### src/sv/rtfb_pkg.sv
package rtfb_pkg;

	// framing bytes
	localparam logic [7:0] DELIM_BYTE = 8'h7E;
	localparam logic [7:0] ESC_BYTE   = 8'h7D;
	localparam logic [7:0] XON_BYTE   = 8'h11;
	localparam logic [7:0] XOFF_BYTE  = 8'h13;
	localparam logic [7:0] ESC_FLIP   = 8'h20;

	// fixed header and field bytes
	localparam logic [7:0] LEN_HI     = 8'h00;
	localparam logic [7:0] LEN_LO     = 8'h1C;
	localparam logic [7:0] FRAME_TYPE = 8'h10;
	localparam logic [7:0] FRAME_ID   = 8'h01;
	localparam logic [7:0] OPT_HI     = 8'hFF;
	localparam logic [7:0] OPT_LO     = 8'hFE;
	localparam logic [7:0] ZERO_BYTE  = 8'h00;

	localparam logic [63:0] DEST_RESET = 64'h0000_0000_0000_FFFF;

	// byte positions within the unescaped frame
	localparam int IDX_W = 5;
	localparam logic [IDX_W-1:0] IDX_SUM_FIRST = 5'd3;
	localparam logic [IDX_W-1:0] IDX_DEST      = 5'd5;
	localparam logic [IDX_W-1:0] IDX_PAYLOAD   = 5'd23;
	localparam logic [IDX_W-1:0] IDX_LAST      = 5'd31;

	typedef struct packed {
		logic [15:0] record_id;
		logic [23:0] timestamp;
		logic [7:0]  data_length;
		logic [63:0] payload;
	} in_word_t;

	typedef struct packed {
		logic [7:0] tx_byte;
		logic       frame_end;
	} out_word_t;

	// controller to datapath
	typedef struct packed {
		logic load;
		logic emit_plain;
		logic emit_esc;
		logic emit_flip;
	} cmd_t;

	// datapath to controller
	typedef struct packed {
		logic esc;
		logic last;
		logic slot_free;
	} status_t;

endpackage

### src/sv/rtfb_ctrl.sv
module rtfb_ctrl
	import rtfb_pkg::*;
(
	input  logic    clk,
	input  logic    arst_n,
	input  logic    in_valid,
	output logic    in_stall,
	input  status_t status,
	output cmd_t    cmd
);

	typedef enum logic [2:0] {
		ST_IDLE = 3'b001,
		ST_EMIT = 3'b010,
		ST_FLIP = 3'b100
	} state_t;

	state_t state_q, state_d;

	// accept a record only between frames
	assign in_stall = (state_q != ST_IDLE);

	// sequence header, escape prefix and flipped byte
	always_comb begin
		state_d = state_q;
		cmd     = '0;
		unique case (state_q)
			ST_IDLE: begin
				if (in_valid) begin
					cmd.load = 1'b1;
					state_d  = ST_EMIT;
				end
			end
			ST_EMIT: begin
				if (status.slot_free) begin
					if (status.esc) begin
						cmd.emit_esc = 1'b1;
						state_d      = ST_FLIP;
					end else begin
						cmd.emit_plain = 1'b1;
						if (status.last) state_d = ST_IDLE;
					end
				end
			end
			ST_FLIP: begin
				if (status.slot_free) begin
					cmd.emit_flip = 1'b1;
					state_d       = status.last ? ST_IDLE : ST_EMIT;
				end
			end
			default: state_d = ST_IDLE;
		endcase
	end

	always_ff @(posedge clk or negedge arst_n) begin
		if (!arst_n) state_q <= ST_IDLE;
		else         state_q <= state_d;
	end

endmodule

### src/sv/rtfb_dp.sv
module rtfb_dp
	import rtfb_pkg::*;
(
	input  logic       clk,
	input  logic       arst_n,
	input  in_word_t   in_data,
	input  logic       cfg_wr_en,
	input  logic [63:0] cfg_wr_data,
	input  cmd_t       cmd,
	output status_t    status,
	output logic       out_valid,
	input  logic       out_stall,
	output out_word_t  out_data
);

	in_word_t         rec_q;
	logic [63:0]      dest_q;
	logic [IDX_W-1:0] idx_q;
	logic [7:0]       sum_q;
	logic             out_valid_q;
	out_word_t        out_data_q;

	logic [7:0]       cur_byte;
	logic [2:0]       dest_off;
	logic [2:0]       pay_off;
	logic             advance;
	logic             emit;

	assign dest_off = 3'(idx_q - IDX_DEST);
	assign pay_off  = 3'(idx_q - IDX_PAYLOAD);

	// select the unescaped frame byte at the current position
	always_comb begin
		unique case (idx_q) inside
			5'd0:         cur_byte = DELIM_BYTE;
			5'd1:         cur_byte = LEN_HI;
			5'd2:         cur_byte = LEN_LO;
			5'd3:         cur_byte = FRAME_TYPE;
			5'd4:         cur_byte = FRAME_ID;
			[5'd5:5'd12]: cur_byte = dest_q[(7 - dest_off) * 8 +: 8];
			5'd13:        cur_byte = OPT_HI;
			5'd14:        cur_byte = OPT_LO;
			5'd15, 5'd16: cur_byte = ZERO_BYTE;
			5'd17:        cur_byte = rec_q.timestamp[23:16];
			5'd18:        cur_byte = rec_q.timestamp[15:8];
			5'd19:        cur_byte = rec_q.timestamp[7:0];
			5'd20:        cur_byte = rec_q.record_id[15:8];
			5'd21:        cur_byte = rec_q.record_id[7:0];
			5'd22:        cur_byte = rec_q.data_length;
			[5'd23:5'd30]: cur_byte = rec_q.payload[(7 - pay_off) * 8 +: 8];
			default:      cur_byte = ~sum_q;
		endcase
	end

	// report escape need (never on the delimiter) and frame end
	assign status.esc = (idx_q != '0) &&
		(cur_byte == DELIM_BYTE || cur_byte == ESC_BYTE ||
		 cur_byte == XON_BYTE   || cur_byte == XOFF_BYTE);
	assign status.last      = (idx_q == IDX_LAST);
	assign status.slot_free = !out_valid_q || !out_stall;

	assign advance = cmd.emit_plain || cmd.emit_flip;
	assign emit    = advance || cmd.emit_esc;

	// hold the destination register
	always_ff @(posedge clk or negedge arst_n) begin
		if (!arst_n)        dest_q <= DEST_RESET;
		else if (cfg_wr_en) dest_q <= cfg_wr_data;
	end

	// capture the record
	always_ff @(posedge clk) begin
		if (cmd.load) rec_q <= in_data;
	end

	// advance position and accumulate checksum over bytes 3..30
	always_ff @(posedge clk or negedge arst_n) begin
		if (!arst_n) begin
			idx_q <= '0;
			sum_q <= '0;
		end else if (cmd.load) begin
			idx_q <= '0;
			sum_q <= '0;
		end else if (advance) begin
			idx_q <= idx_q + 1'b1;
			if (idx_q >= IDX_SUM_FIRST && idx_q != IDX_LAST) sum_q <= sum_q + cur_byte;
		end
	end

	// output word register
	always_ff @(posedge clk or negedge arst_n) begin
		if (!arst_n)         out_valid_q <= 1'b0;
		else if (emit)       out_valid_q <= 1'b1;
		else if (!out_stall) out_valid_q <= 1'b0;
	end

	always_ff @(posedge clk) begin
		if (cmd.emit_esc) begin
			out_data_q.tx_byte   <= ESC_BYTE;
			out_data_q.frame_end <= 1'b0;
		end else if (cmd.emit_flip) begin
			out_data_q.tx_byte   <= cur_byte ^ ESC_FLIP;
			out_data_q.frame_end <= status.last;
		end else if (cmd.emit_plain) begin
			out_data_q.tx_byte   <= cur_byte;
			out_data_q.frame_end <= status.last;
		end
	end

	assign out_valid = out_valid_q;
	assign out_data  = out_data_q;

endmodule

### src/sv/radio_tx_frame_builder_escaped.sv
// channel   direction  payload      handshake
// in        input      in_word_t    in_valid / in_stall
// out       output     out_word_t   out_valid / out_stall
// cfg       input      64-bit dest  cfg_wr_en / cfg_wr_data
//
// A record is loaded, then the byte sequencer issues one wire word per cycle while the
// output is not stalled; a frame is 32 to 63 words.
// in_stall is high from the accept until the last word of the frame is issued.
// out_stall holds the output register and, while it holds a word, freezes the sequencer.
// Reset clears control state and sets the destination to broadcast.
module radio_tx_frame_builder_escaped
	import rtfb_pkg::*;
(
	input  logic        clk,
	input  logic        arst_n,
	input  logic        in_valid,
	output logic        in_stall,
	input  in_word_t    in_data,
	output logic        out_valid,
	input  logic        out_stall,
	output out_word_t   out_data,
	input  logic        cfg_wr_en,
	input  logic [63:0] cfg_wr_data
);

	cmd_t    cmd;
	status_t status;

	rtfb_ctrl u_ctrl (
		.clk      (clk),
		.arst_n   (arst_n),
		.in_valid (in_valid),
		.in_stall (in_stall),
		.status   (status),
		.cmd      (cmd)
	);

	rtfb_dp u_dp (
		.clk         (clk),
		.arst_n      (arst_n),
		.in_data     (in_data),
		.cfg_wr_en   (cfg_wr_en),
		.cfg_wr_data (cfg_wr_data),
		.cmd         (cmd),
		.status      (status),
		.out_valid   (out_valid),
		.out_stall   (out_stall),
		.out_data    (out_data)
	);

endmodule

### config.mk
export PLATFORM = sky130hd
export DESIGN_NAME = radio_tx_frame_builder_escaped
export DESIGN_NICKNAME = d
export VERILOG_FILES = /design/src/sv/rtfb_pkg.sv /design/src/sv/rtfb_ctrl.sv /design/src/sv/rtfb_dp.sv /design/src/sv/radio_tx_frame_builder_escaped.sv
export SDC_FILE = /design/constraint.sdc
export NUM_CORES = 1
export LEC_CHECK = 0
export BUFFER_PORTS_ARGS = -buffer_cell sky130_fd_sc_hd__buf_2
export CORE_ASPECT_RATIO = 1.4
export CORE_UTILIZATION = 31
export DETAILED_ROUTE_END_ITERATION = 12
export PLACE_DENSITY = 0.53
export RECOVER_POWER = 50
export SLEW_MARGIN = 20
export SYNTH_ARGS = -nofsm -noshare
export SYNTH_HDL_FRONTEND = slang
export SYNTH_SLANG_ARGS = --single-unit
export TNS_END_PERCENT = 100
### constraint.sdc
create_clock -name clk -period 7.7 [get_ports clk]
set_input_delay 0.77 -clock clk [delete_from_list [all_inputs] [get_ports clk]]
set_output_delay 0.77 -clock clk [all_outputs]
set_load 0.02 [all_outputs]
* After elaboration in Yosys (flattened, before gate mapping)
Cells that the tools add are included.
** Cells by class
- Reductions and logical operators :: 20
- Shift-type cells :: 2
- Bitwise logic cells :: 2
- Multiplexer cells :: 25
- Multiply operators :: 0
- Eq/ne operators :: 29
- Add/subtract/negate cells :: 6
- Magnitude comparators :: 5
- Divide/modulo/power cells :: 0
** Operator list (count)
- $shiftx A64 B33 Y8 :: 2
- $pmux W8 S15 :: 1
- $eq A5 B5 Y1 const B :: 8
- $mux W8 :: 3
- $mux W9 :: 2
- $eq A8 B5 Y1 const B :: 2
- $eq A8 B7 Y1 const B :: 2
- $eq A5 B4 Y1 const B :: 3
- $mux W3 :: 5
- $eq A5 B2 Y1 const B :: 2
- $mux W5 :: 2
- $pmux W3 S3 :: 1
- $add A8 B8 Y8 :: 1
- $mux W1 :: 8
- $not A8 Y8 :: 1
- $sub A3 B3 Y4 const A :: 2
- $logic_or A1 B1 Y1 :: 6
- $mux W2 :: 3
- $ne A2 B2 Y1 const B :: 3
- $reduce_bool A2 Y1 :: 3
- $sub A3 B3 Y3 const B :: 2
- $add A5 B1 Y5 const B :: 1
- $eq A5 B1 Y1 const B :: 1
- $eq A5 B3 Y1 const B :: 1
- 20 further kinds :: 24
** Word-level totals
- Memories kept :: 0
- Register bits after elaboration :: 202
- RAM bits :: 0
- Memory bits (read-only) :: 0
- Latch bits :: 0

* Logic depth before layout (Yosys ltp)
Gate-level depths: netlist of run 1.
- Depth in word-level cells :: 15
- Depth in mapped cells :: 25
- Depth with buffers taken out :: 21

* Modules after synthesis
Synthesis of run 1 repeated with hierarchy kept, for this count alone.
** Unflattened totals
- Cells, all modules :: 603
- Area total of the unflattened synthesis :: 9103.7 um2
** Modules (own cells, without submodules)
- rtfb_dp :: times used 1, cells an instance 579, area each 8906.0 um2
- rtfb_ctrl :: times used 1, cells an instance 24, area each 197.7 um2

* Least setup slack after synthesis of run 1
Ideal clock, no wire load.
- Kind :: reg-to-reg
- Start :: register u_dp.idx_q[0]
- End :: register u_dp.sum_q[7]
- Clock period less this slack :: 4.512 ns
- Required time :: 7.563 ns
- Arrival time :: 4.375 ns
- Setup slack :: 3.188 ns
- Stages on the path, launching flop included :: 24
- Setup time :: 0.137 ns
- Cell sequence :: dfrtp_1 -> buf_6 -> buf_6 -> buf_4 -> inv_1 -> ha_1 -> buf_2 -> buf_2 -> buf_2 -> mux4_2 -> mux2i_1 -> o22ai_1 -> a2111oi_0 -> mux2i_1 -> ha_1 -> a21o_1 -> a21oi_1 -> o21bai_1 -> a21oi_1 -> o21ai_0 -> xnor2_1 -> a31oi_1 -> o22ai_1 -> a21oi_1
** Between the ends
- Longest elaborated chain between the ends :: 15
- Elaborated cells on any way between the ends :: 52
- Those cells by class :: add/sub (5); order compare (5); eq/ne (19); shift (2); mux (7); reduce/logical (14)
** RTL lines
- from (decl) :: RTL line rtfb_dp.sv:18 : logic [IDX_W-1:0] idx_q;
- from (signal assigned) :: RTL line rtfb_dp.sv:85 : idx_q <= idx_q + 1'b1;
- $sub A3 B3 Y3 (on tied branches) :: RTL line rtfb_dp.sv:30, rtfb_dp.sv:29
- $sub A3 B3 Y4 (on tied branches) :: RTL line rtfb_dp.sv:50, rtfb_dp.sv:40
- $shiftx A64 B33 Y8 (on tied branches) :: RTL line rtfb_dp.sv:50, rtfb_dp.sv:40
- $pmux W8 S15 (*) :: RTL line rtfb_dp.sv:34 : unique case (idx_q) inside
- net u_dp.cur_byte[1] :: RTL line rtfb_dp.sv:23 : logic [7:0] cur_byte;
- $eq A8 B7 Y1 :: RTL line rtfb_dp.sv:57 : (cur_byte == DELIM_BYTE || cur_byte == ESC_BYTE ||
- $logic_or A1 B1 Y1 (2 in a row) :: RTL line rtfb_dp.sv:57
- $logic_or A1 B1 Y1 :: RTL line rtfb_dp.sv:58 : cur_byte == XON_BYTE || cur_byte == XOFF_BYTE);
- $logic_and A1 B1 Y1 :: RTL line rtfb_dp.sv:56 : assign status.esc = (idx_q != '0) &&
- $mux W1 :: RTL line rtfb_ctrl.sv:36 : if (status.esc) begin
- $mux W2 :: RTL line rtfb_ctrl.sv:35 : if (status.slot_free) begin
- $mux W2 :: RTL line rtfb_ctrl.sv:27 : unique case (state_q)
- $logic_or A1 B1 Y1 :: RTL line rtfb_dp.sv:62 : assign advance = cmd.emit_plain || cmd.emit_flip;
- $reduce_bool A2 Y1 (no source line)
- $reduce_and A2 Y1 (no source line)
- to (signal assigned) :: RTL line rtfb_dp.sv:86 : if (idx_q >= IDX_SUM_FIRST && idx_q != IDX_LAST) sum_q <= sum_q + cur_byte;
- to (decl) :: RTL line rtfb_dp.sv:19 : logic [7:0] sum_q;
The timed path passes the listed nets; every way through them passes the cells marked *. The select of a mux whose other input is x is not followed.
A chain may end at the register's enable or synchronous reset.

* Worst setup path after layout of run 1
Same ends and word-level chain as after synthesis.

==> summary.txt, run 1 <==
Status
  – Status: finished, violations left
  – Failing checks: max-capacitance violations, max-slew violations

Finish
  – Finished Layout Cells: 1244
  – Commonest non-fill, non-tap cell in the layout: buf_2
  – Area grow syn2layout: 21.32%
  – # nets final: 1036
  – Layout cell share with drive strength beyond 1: 0.4217
  – Commonest non-fill, non-tap cells in the layout: buf_2 (186), edfxtp_1 (112), mux2_2 (72), dfrtp_1 (63), mux2i_1 (39)

Global route
  – Vias in the first global route: 6350
  – Global-route wire length before repair: 37.07 mm
  – GRT Util Overall: 0.1584
  – Antenna violations before repair: 5
  – GR Overflow Total: 0
  – Largest net degree at the start of global routing: 65

Setup path
  – Crit path cell chain: inv_1 > ha_2 > buf_4 > mux4_2 > mux2i_1 > o22ai_1 > a2111oi_0 > mux2i_1 > ha_1 > a21o_1 > a21oi_1 > o21bai_1 > a21oi_1 > o21ai_0 > xnor2_1 > a31oi_1 > o22ai_1 > a21oi_1
  – Worst Path Max Fanout: 22
  – Startpoint Class: register
  – Most common cell on crit path: a21oi_1
  – Slowest-stage cell, CP: ha_2
  – Reg2Reg Capture Point: u_dp.sum_q[7]$_DFFE_PN0P_
  – Crit-path max cell delay: 0.77 ns
  – Reg2Reg Depth: 18
  – CP Class: reg -> reg
  – Setup crit end kind: register
  – Reg2Reg Setup Slack: 2.42 ns
  – Worst path required time: 8.04 ns
  – Top delay family on crit path: compound AO/OA/AOI/OAI gates
  – Critical path buffers and inverters: 2
  – RR Startpoint: u_dp.idx_q[0]$_DFFE_PN0P_
  – CP arrival: 5.62 ns

STA
  – RSZ-0062 raised after global routing: false
  – Min Hold Slack: 0.4372 ns
  – Final Max Tran Viols: 149
  – Fmax: 189.5 MHz
  – Worst Max-Slew Pin Slew: 3.455 ns
  – Setup Skew: 0.01629 ns
  – Hold Fails Final Rpt: 0
  – Setup TNS: 0 ns
  – Final setup vio count: 0
  – Tcrit/Tclk final: 0.6854
  – Min Tclk post-route: 5.277 ns
  – Relative slew slack: -1.304

Synth
  – Dominant synthesized flop cell: edfxtp_1
  – Syn. warnings: 0
  – Synth area leader: edfxtp_1
  – Syn nets: 853
  – Gate Count Post-Synth: 658
  – EDFF count, synth: 112
  – Sequential share of the synthesized area: 0.5913
  – Synth Cell Area: 9457 um2
  – Area contributors post-synth: edfxtp_1 (36%), dfrtp_1 (17%), mux2_2 (8.6%), mux4_2 (6.2%), dfstp_2 (4.7%)
  – Distinct cells, synth: 79
  – Syn avg cell area: 14.37 um2
  – Asr flop ratio synth: 0.4010
  – Top cell type's share of synthesized area: 0.3556
  – #FFs+latches synth: 202

Clock network
  – Max H-tree Level: 1
  – Num CTS Buffers: 22
  – Post_cts resized: 0
  – Root Driver: clkbuf_16
  – Sink Count: 202
  – # hold bufs at CTS: 0
  – CTS tree: built
  – Clk_lat worst skew: 0.50 ns
  – Post-CTS setup repair buffer count: 0
  – Worst-path clk slew: 0.06 ns
  – CTS max path bufs: 3

Drt
  – DRT Pass-1 Iters: 4
  – Iteration-0 DRC Markers: 284
  – Wirelength per Cell: 19.80 um
  – DR vias: 6162
  – Vias per std cell: 4.953
  – DRC: 0
  – Final Routed Wirelength: 24.64 mm
  – ANT nets after route: 0

Placed design
  – Hpwl dp: 17.93 mm
  – Global placement routability congestion: 0.8682
  – Placed cell count: 1202
  – # port buffers: 191

Die
  – Io pins: 192
  – FP Rows: 75
  – Die Wd: 149.6 um
  – DIE HEIGHT: 208.7 um
  – CORE AREA: 30030 um2
  – DIE AREA: 31220 um2
  – Starting Density: 0.3149

Power
  – P_leak: 4.526 nW
  – Total power after layout: 4.424 mW
  – Net Sw Frac: 0.3689
  – Sequential power share: 0.345
  – Switching pwr: 1.632 mW
  – PwrDens: 385.6 nW/um2
  – Max IR drop VDD: 0.0001832 V
  – Comb pwr share: 0.421
  – P_int: 2.792 mW
  – Clock Power Share: 0.234

Worst hold path
  – Hold wc startpoint: in_data[70]
  – Hold Crit Depth: 1
  – Hold endpoint: u_dp.rec_q[70]$_DFFE_PP_
  – Hold Crit Class: in -> reg

Flow run
  – Max Cap Viol: 3
## Yosys cell counts, types with 11 or more instances
library cell  number
a21oi_1           34
mux2i_1           39
nand2_1           30
mux2_2            72
mux4_2            26
inv_1             11
nand3_1           16
clkbuf_1          18
dfstp_2           17
ha_1              13
nor2_1            26
edfxtp_1         112
dfrtp_1           64
buf_2             16
## stage by stage
step / util / cell area [um2] / worst slack [ns]
after detailed placement: 0.3586 / 10770 / 2.430
after CTS: 0.3823 / 11480 / 2.402
after global routing: 0.3820 / 11470 / 1.799
after global placement: 0.3586 / 10770 / 2.494
final: 0.3820 / 11470 / 2.423
after floorplan: - / 9457 / 3.188
## cell families after synthesis
group                    Yosys count  synth area share
adder cells (fa/ha/maj)           14           0.01932
buffers and inverters             53           0.02673
AND/OR/NAND/NOR                  117           0.06708
multiplexers                     139            0.1945
flip-flops                       202            0.5913
AO/OA/AOI/OAI                    119           0.08653
XOR/XNOR                          14           0.01455
## worst reg2reg max path, stage by stage, from the launching register on
cell	delay, ns
dfrtp_2	0.72
inv_1	0.26
ha_2	0.77
buf_4	0.39
mux4_2	0.35
mux2i_1	0.19
o22ai_1	0.10
a2111oi_0	0.40
mux2i_1	0.25
ha_1	0.33
a21o_1	0.16
a21oi_1	0.22
o21bai_1	0.09
a21oi_1	0.21
o21ai_0	0.14
xnor2_1	0.21
a31oi_1	0.11
o22ai_1	0.16
a21oi_1	0.06
## layer usage
metal / up-vias / GRT usage / wire length, um
met5: - / 0 / 22
met1: 3038 / 0.1812 / 9339
met2: 181 / 0.2862 / 13050
li1: 2904 / - / -
met3: 35 / 0.03188 / 1452
met4: 4 / 0.05876 / 773
## flip-flops by register name, summed over array words and instances (netlist names)
register and count:
u_dp.rec_q 112, u_dp.dest_q 64, u_dp.out_data 9, u_dp.sum_q 8, u_dp.idx_q 5, u_ctrl.state_q 3
u_dp.out_valid 1
## power groups by stage
stage	clock [mW]	combinational (mW)	sequential [mW]
after floorplan	0	1.42	1.51
after global placement	0	1.86	1.55
after detailed placement	0	1.88	1.55
after CTS	1.07	1.89	1.53
after global routing	1.11	2.03	1.55
final	1.04	1.86	1.53
## final cells by class
class / count / area (um2)
Fill cell: 2930 / 18560
Antenna cell: 3 / 7.507
Inverter: 12 / 47.55
Clock buffer: 29 / 633.1
Timing Repair Buffer: 200 / 1010
Tap cell: 385 / 481.7
Clock inverter: 10 / 80.08
Multi-Input combinational cell: 403 / 3620
Sequential cell: 202 / 5593
## how the worst max path moves through the flow
stage	from	endpoint	slack (ns)	depth (start not counted)
2_1_floorplan	u_dp.idx_q[0]$_DFFE_PN0P_	u_dp.sum_q[7]$_DFFE_PN0P_	3.19	23
3_3_place_gp	u_dp.idx_q[0]$_DFFE_PN0P_	u_dp.sum_q[7]$_DFFE_PN0P_	2.49	18
3_5_place_dp	u_dp.idx_q[0]$_DFFE_PN0P_	u_dp.sum_q[7]$_DFFE_PN0P_	2.43	18
4_1_cts	u_dp.idx_q[0]$_DFFE_PN0P_	u_dp.sum_q[7]$_DFFE_PN0P_	2.40	18
5_1_grt	u_dp.idx_q[0]$_DFFE_PN0P_	u_dp.sum_q[7]$_DFFE_PN0P_	1.80	18
6_report	u_dp.idx_q[0]$_DFFE_PN0P_	u_dp.sum_q[7]$_DFFE_PN0P_	2.42	18
Note: power is estimated with default switching activity, not from simulation.
==> inputs of run 2 (changes only) <==
--- a/config.mk
+++ b/config.mk
@@ -5,6 +5,7 @@
 export SDC_FILE = /design/constraint.sdc
 export NUM_CORES = 1
 export LEC_CHECK = 0
+export ABC_AREA = 1
 export BUFFER_PORTS_ARGS = -buffer_cell sky130_fd_sc_hd__buf_2
 export CORE_ASPECT_RATIO = 1.4
 export CORE_UTILIZATION = 31
==> constraint.sdc (replaced) <==
create_clock -name clk -period 5.4 [get_ports clk]
set_input_delay 0.54 -clock clk [delete_from_list [all_inputs] [get_ports clk]]
set_output_delay 0.54 -clock clk [all_outputs]
set_load 0.02 [all_outputs]
==> run 2 against run 1 <==
- the run still ends with max-capacitance violations, max-slew violations left
- core utilization shrank 0.10 points
- sequential power grew 37%
- count of clock-buffer cells in the layout shrank 4
- setup slack lost 1.6 ns
- sequential share of layout area shrank 0.96 points
- cell count grew 32%
- clock skew is essentially flat
- critical path depth grew 3
- synthesized area grew 2.4%
- fmax grew 16%
- non-clock buffer count shrank 2
- flip-flop and latch count is the same
- critical path type unchanged
- largest cell class unchanged
==> summary.txt, run 2 <==
Drt
  – Vias per std cell: 4.653
  – DRC: 0
  – DR vias: 7645
  – ANT nets after route: 0
  – Iteration-0 DRC Markers: 454
  – Wirelength per Cell: 16.32 um
  – DRT Pass-1 Iters: 5
  – Final Routed Wirelength: 26.82 mm

Placed design
  – # port buffers: 191
  – Hpwl dp: 19.49 mm
  – Placed cell count: 1599
  – Global placement routability congestion: 0.8805

Synth
  – #FFs+latches synth: 202
  – Sequential share of the synthesized area: 0.5777
  – Top cell type's share of synthesized area: 0.3475
  – Synth area leader: edfxtp_1
  – Distinct cells, synth: 40
  – Synth Cell Area: 9679 um2
  – Syn nets: 1249
  – List of most frequent post-synthesis cells: nand2_1 (283), inv_1 (115), nand3_1 (115), edfxtp_1 (112), o21ai_0 (88)
  – Syn avg cell area: 9.183 um2
  – EDFF count, synth: 112
  – Asr flop ratio synth: 0.4010
  – Gate Count Post-Synth: 1054
  – Syn. warnings: 0
  – Area contributors post-synth: edfxtp_1 (35%), dfrtp_1 (17%), nand2_1 (11%), nand3_1 (5.9%), dfstp_2 (4.6%)
  – Dominant synthesized flop cell: edfxtp_1
  – Top-count cell post-synth: nand2_1

Die
  – Io pins: 192
  – CORE AREA: 30710 um2
  – Die Wd: 151.3 um
  – DIE HEIGHT: 211.1 um
  – Starting Density: 0.3151
  – DIE AREA: 31940 um2
  – FP Rows: 76

Setup path
  – Setup crit end kind: register
  – Crit path cell chain: buf_4 > ha_1 > inv_1 > nand2_1 > nor2_1 > nor2_4 > nor2_2 > nand2_2 > nor2_1 > a21oi_4 > ha_1 > inv_1 > fa_1 > nand3b_1 > and2_1 > inv_1 > a21oi_1 > o21ai_0 > or2_2 > nand4_1 > nand2_1
  – Critical path buffers and inverters: 4
  – CP Class: reg -> reg
  – Slowest-stage cell, CP: buf_4
  – Worst path required time: 5.85 ns
  – Startpoint Class: register
  – Crit-path max cell delay: 0.61 ns
  – CP arrival: 5.01 ns
  – Worst Path Max Fanout: 75
  – Most common cell on crit path: inv_1
  – Top delay family on crit path: simple AND/OR/NAND/NOR gates

Clock network
  – Num CTS Buffers: 23
  – Clk_lat worst skew: 0.52 ns
  – Sink Count: 202
  – CTS max path bufs: 3
  – Max H-tree Level: 1
  – Worst-path clk slew: 0.06 ns
  – Root Driver: clkbuf_16
  – Post-CTS setup repair buffer count: 0
  – CTS tree: built

STA
  – RSZ-0062 raised after global routing: false
  – Tcrit/Tclk final: 0.8438
  – Final setup vio count: 0
  – Worst Max-Slew Pin Slew: 3.085 ns
  – Relative slew slack: -1.057
  – Final Max Tran Viols: 112
  – Min Tclk post-route: 4.557 ns
  – Fmax: 219.5 MHz
  – Setup TNS: 0 ns
  – Hold Fails Final Rpt: 0
  – Setup Skew: 0.01618 ns

Global route
  – GRT Util Overall: 0.1714
  – GRT met3 Usage: 0.01814
  – Vias in the first global route: 7625
  – GR Overflow Total: 0
  – M1 GR Usage: 0.2073
  – Antenna violations before repair: 0
  – Largest net degree at the start of global routing: 89
  – Global-route wire length before repair: 41.26 mm
  – Busiest grt layer: met2
  – Met2 usage: 0.3100

Finish
  – Finished Layout Cells: 1643
  – Reg with most FFs: u_dp.rec_q
  – Fill count: 3139
  – Commonest non-fill, non-tap cells in the layout: nand2_1 (283), buf_2 (158), inv_1 (115), nand3_1 (115), edfxtp_1 (112)
  – Final Core Density: 0.3810
  – Layout cell share with drive strength beyond 1: 0.2188
  – Area grow syn2layout: 20.90%
  – Commonest non-fill, non-tap cell in the layout: nand2_1
  – # nets final: 1430
  – Max reg flops: 112

Worst hold path
  – Hold Crit Class: in -> reg

Power
  – Max IR drop VDD: 0.0002403 V
  – Total power after layout: 5.819 mW
  – P_leak: 5.318 nW
  – PwrDens: 497.2 nW/um2

Status
  – Failing checks: max-capacitance violations, max-slew violations
  – Status: finished, violations left

Flow run
  – Max Cap Viol: 2
==> run 2: cell count changes in the layout (fill, tap and decap cells not counted), sizes merged, moves of 30 or more <==
cell | previous run | this run
buf | 193 | 163
mux2i | 39 | 0
o21ai | 11 | 88
mux2 | 72 | 17
nor2 | 28 | 96
nand3 | 16 | 118
inv | 12 | 123
nand2 | 31 | 292
==> run 2: cells by family (layout without fill, tap and decap cells) <==
logic type | Yosys count | count (layout) | synth area share
xor gates and xnor gates | 5 | 5 | 0.005300
buffers and inverters | 164 | 362 | 0.07135
and+or+nand+nor | 541 | 541 | 0.2444
AOI/OAI and AO/OA | 111 | 111 | 0.06257
other | 0 | 1 | 0
adders and majority gates | 14 | 14 | 0.01887
DFF | 202 | 202 | 0.5777
muxes | 17 | 17 | 0.01978
==> run 2: worst register-to-register path, stage by stage (launching register included) <==
cell      delay, ns
dfrtp_2        0.36
buf_4          0.61
ha_1           0.54
inv_1          0.10
nand2_1        0.08
nor2_1         0.07
nor2_4         0.27
nor2_2         0.08
nand2_2        0.31
nor2_1         0.15
a21oi_4        0.20
ha_1           0.22
inv_1          0.06
fa_1           0.41
nand3b_1       0.17
and2_1         0.18
inv_1          0.07
a21oi_1        0.07
o21ai_0        0.21
or2_2          0.15
nand4_1        0.09
nand2_1        0.10
==> run 2: metal layers <==
metal  part of all wire  routed length, um  up-vias
met5                  0                  0        -
met4              0.027                716        0
met3              0.040               1066       35
met2               0.52              13860      204
met1               0.42              11170     3587
li1                   -                  -     3819
==> run 2: stage by stage <==
stage / setup slack [ns] / instance area, um2 / hold WS (ns)
after floorplan: 0.3192 / 9682 / 0.2444
after global placement: 0.9333 / 10950 / 0.4686
after detailed placement: 0.8261 / 10950 / 0.4609
after CTS: 0.7764 / 11740 / 0.1650
after global routing: 0.4350 / 11700 / 0.1680
final: 0.8434 / 11700 / 0.1872
==> run 2: path summary, 6_finish.rpt <==
check / start / endpoint / slack [ns] / cells past startpoint
max reg2reg: u_dp.idx_q[0]$_DFFE_PN0P_ / u_dp.sum_q[6]$_DFFE_PN0P_ / 0.84 / 21
min in group asynchronous: arst_n / u_dp.dest_q[34]$_DFFE_PN0P_ / 1.12 / 2
min reg2reg: u_dp.out_data[6]$_SDFFE_PP1P_ / u_dp.out_data[6]$_SDFFE_PP1P_ / 0.47 / 2
max: u_dp.idx_q[0]$_DFFE_PN0P_ / u_dp.sum_q[6]$_DFFE_PN0P_ / 0.84 / 21
max in group asynchronous: arst_n / u_dp.dest_q[32]$_DFFE_PN0P_ / 2.70 / 3
min: in_data[48] / u_dp.rec_q[48]$_DFFE_PP_ / 0.19 / 1
==> run 2: cell type report <==
type | instances | area (um2) | area share
multi-input combinational | 688 | 3405 | 0.2909
timing repair buffer | 198 | 969.7 | 0.08286
sequential | 202 | 5593 | 0.4779
tap | 390 | 488.0 | 0.04170
antenna | 1 | 2.502 | 0.0002138
clock buffer | 25 | 583.1 | 0.04982
clock inverter | 17 | 203.9 | 0.01743
inverter | 122 | 457.9 | 0.03913
==> run 2: report_power, final <==
part / switching, mW / internal [mW] / leakage (nW)
Combinational: 1.44 / 0.652 / 2.84
Sequential: 0.123 / 1.98 / 2.08
Clock: 0.646 / 0.981 / 0.388
==> run 2: what timing repair did <==
| action | 4_1_cts | 5_1_grt |
|---|---|---|
| hold buffers | 1 | 0 |
| endpoints found under the hold margin | 25 | 0 |
| gates resized for setup | 0 | 0 |
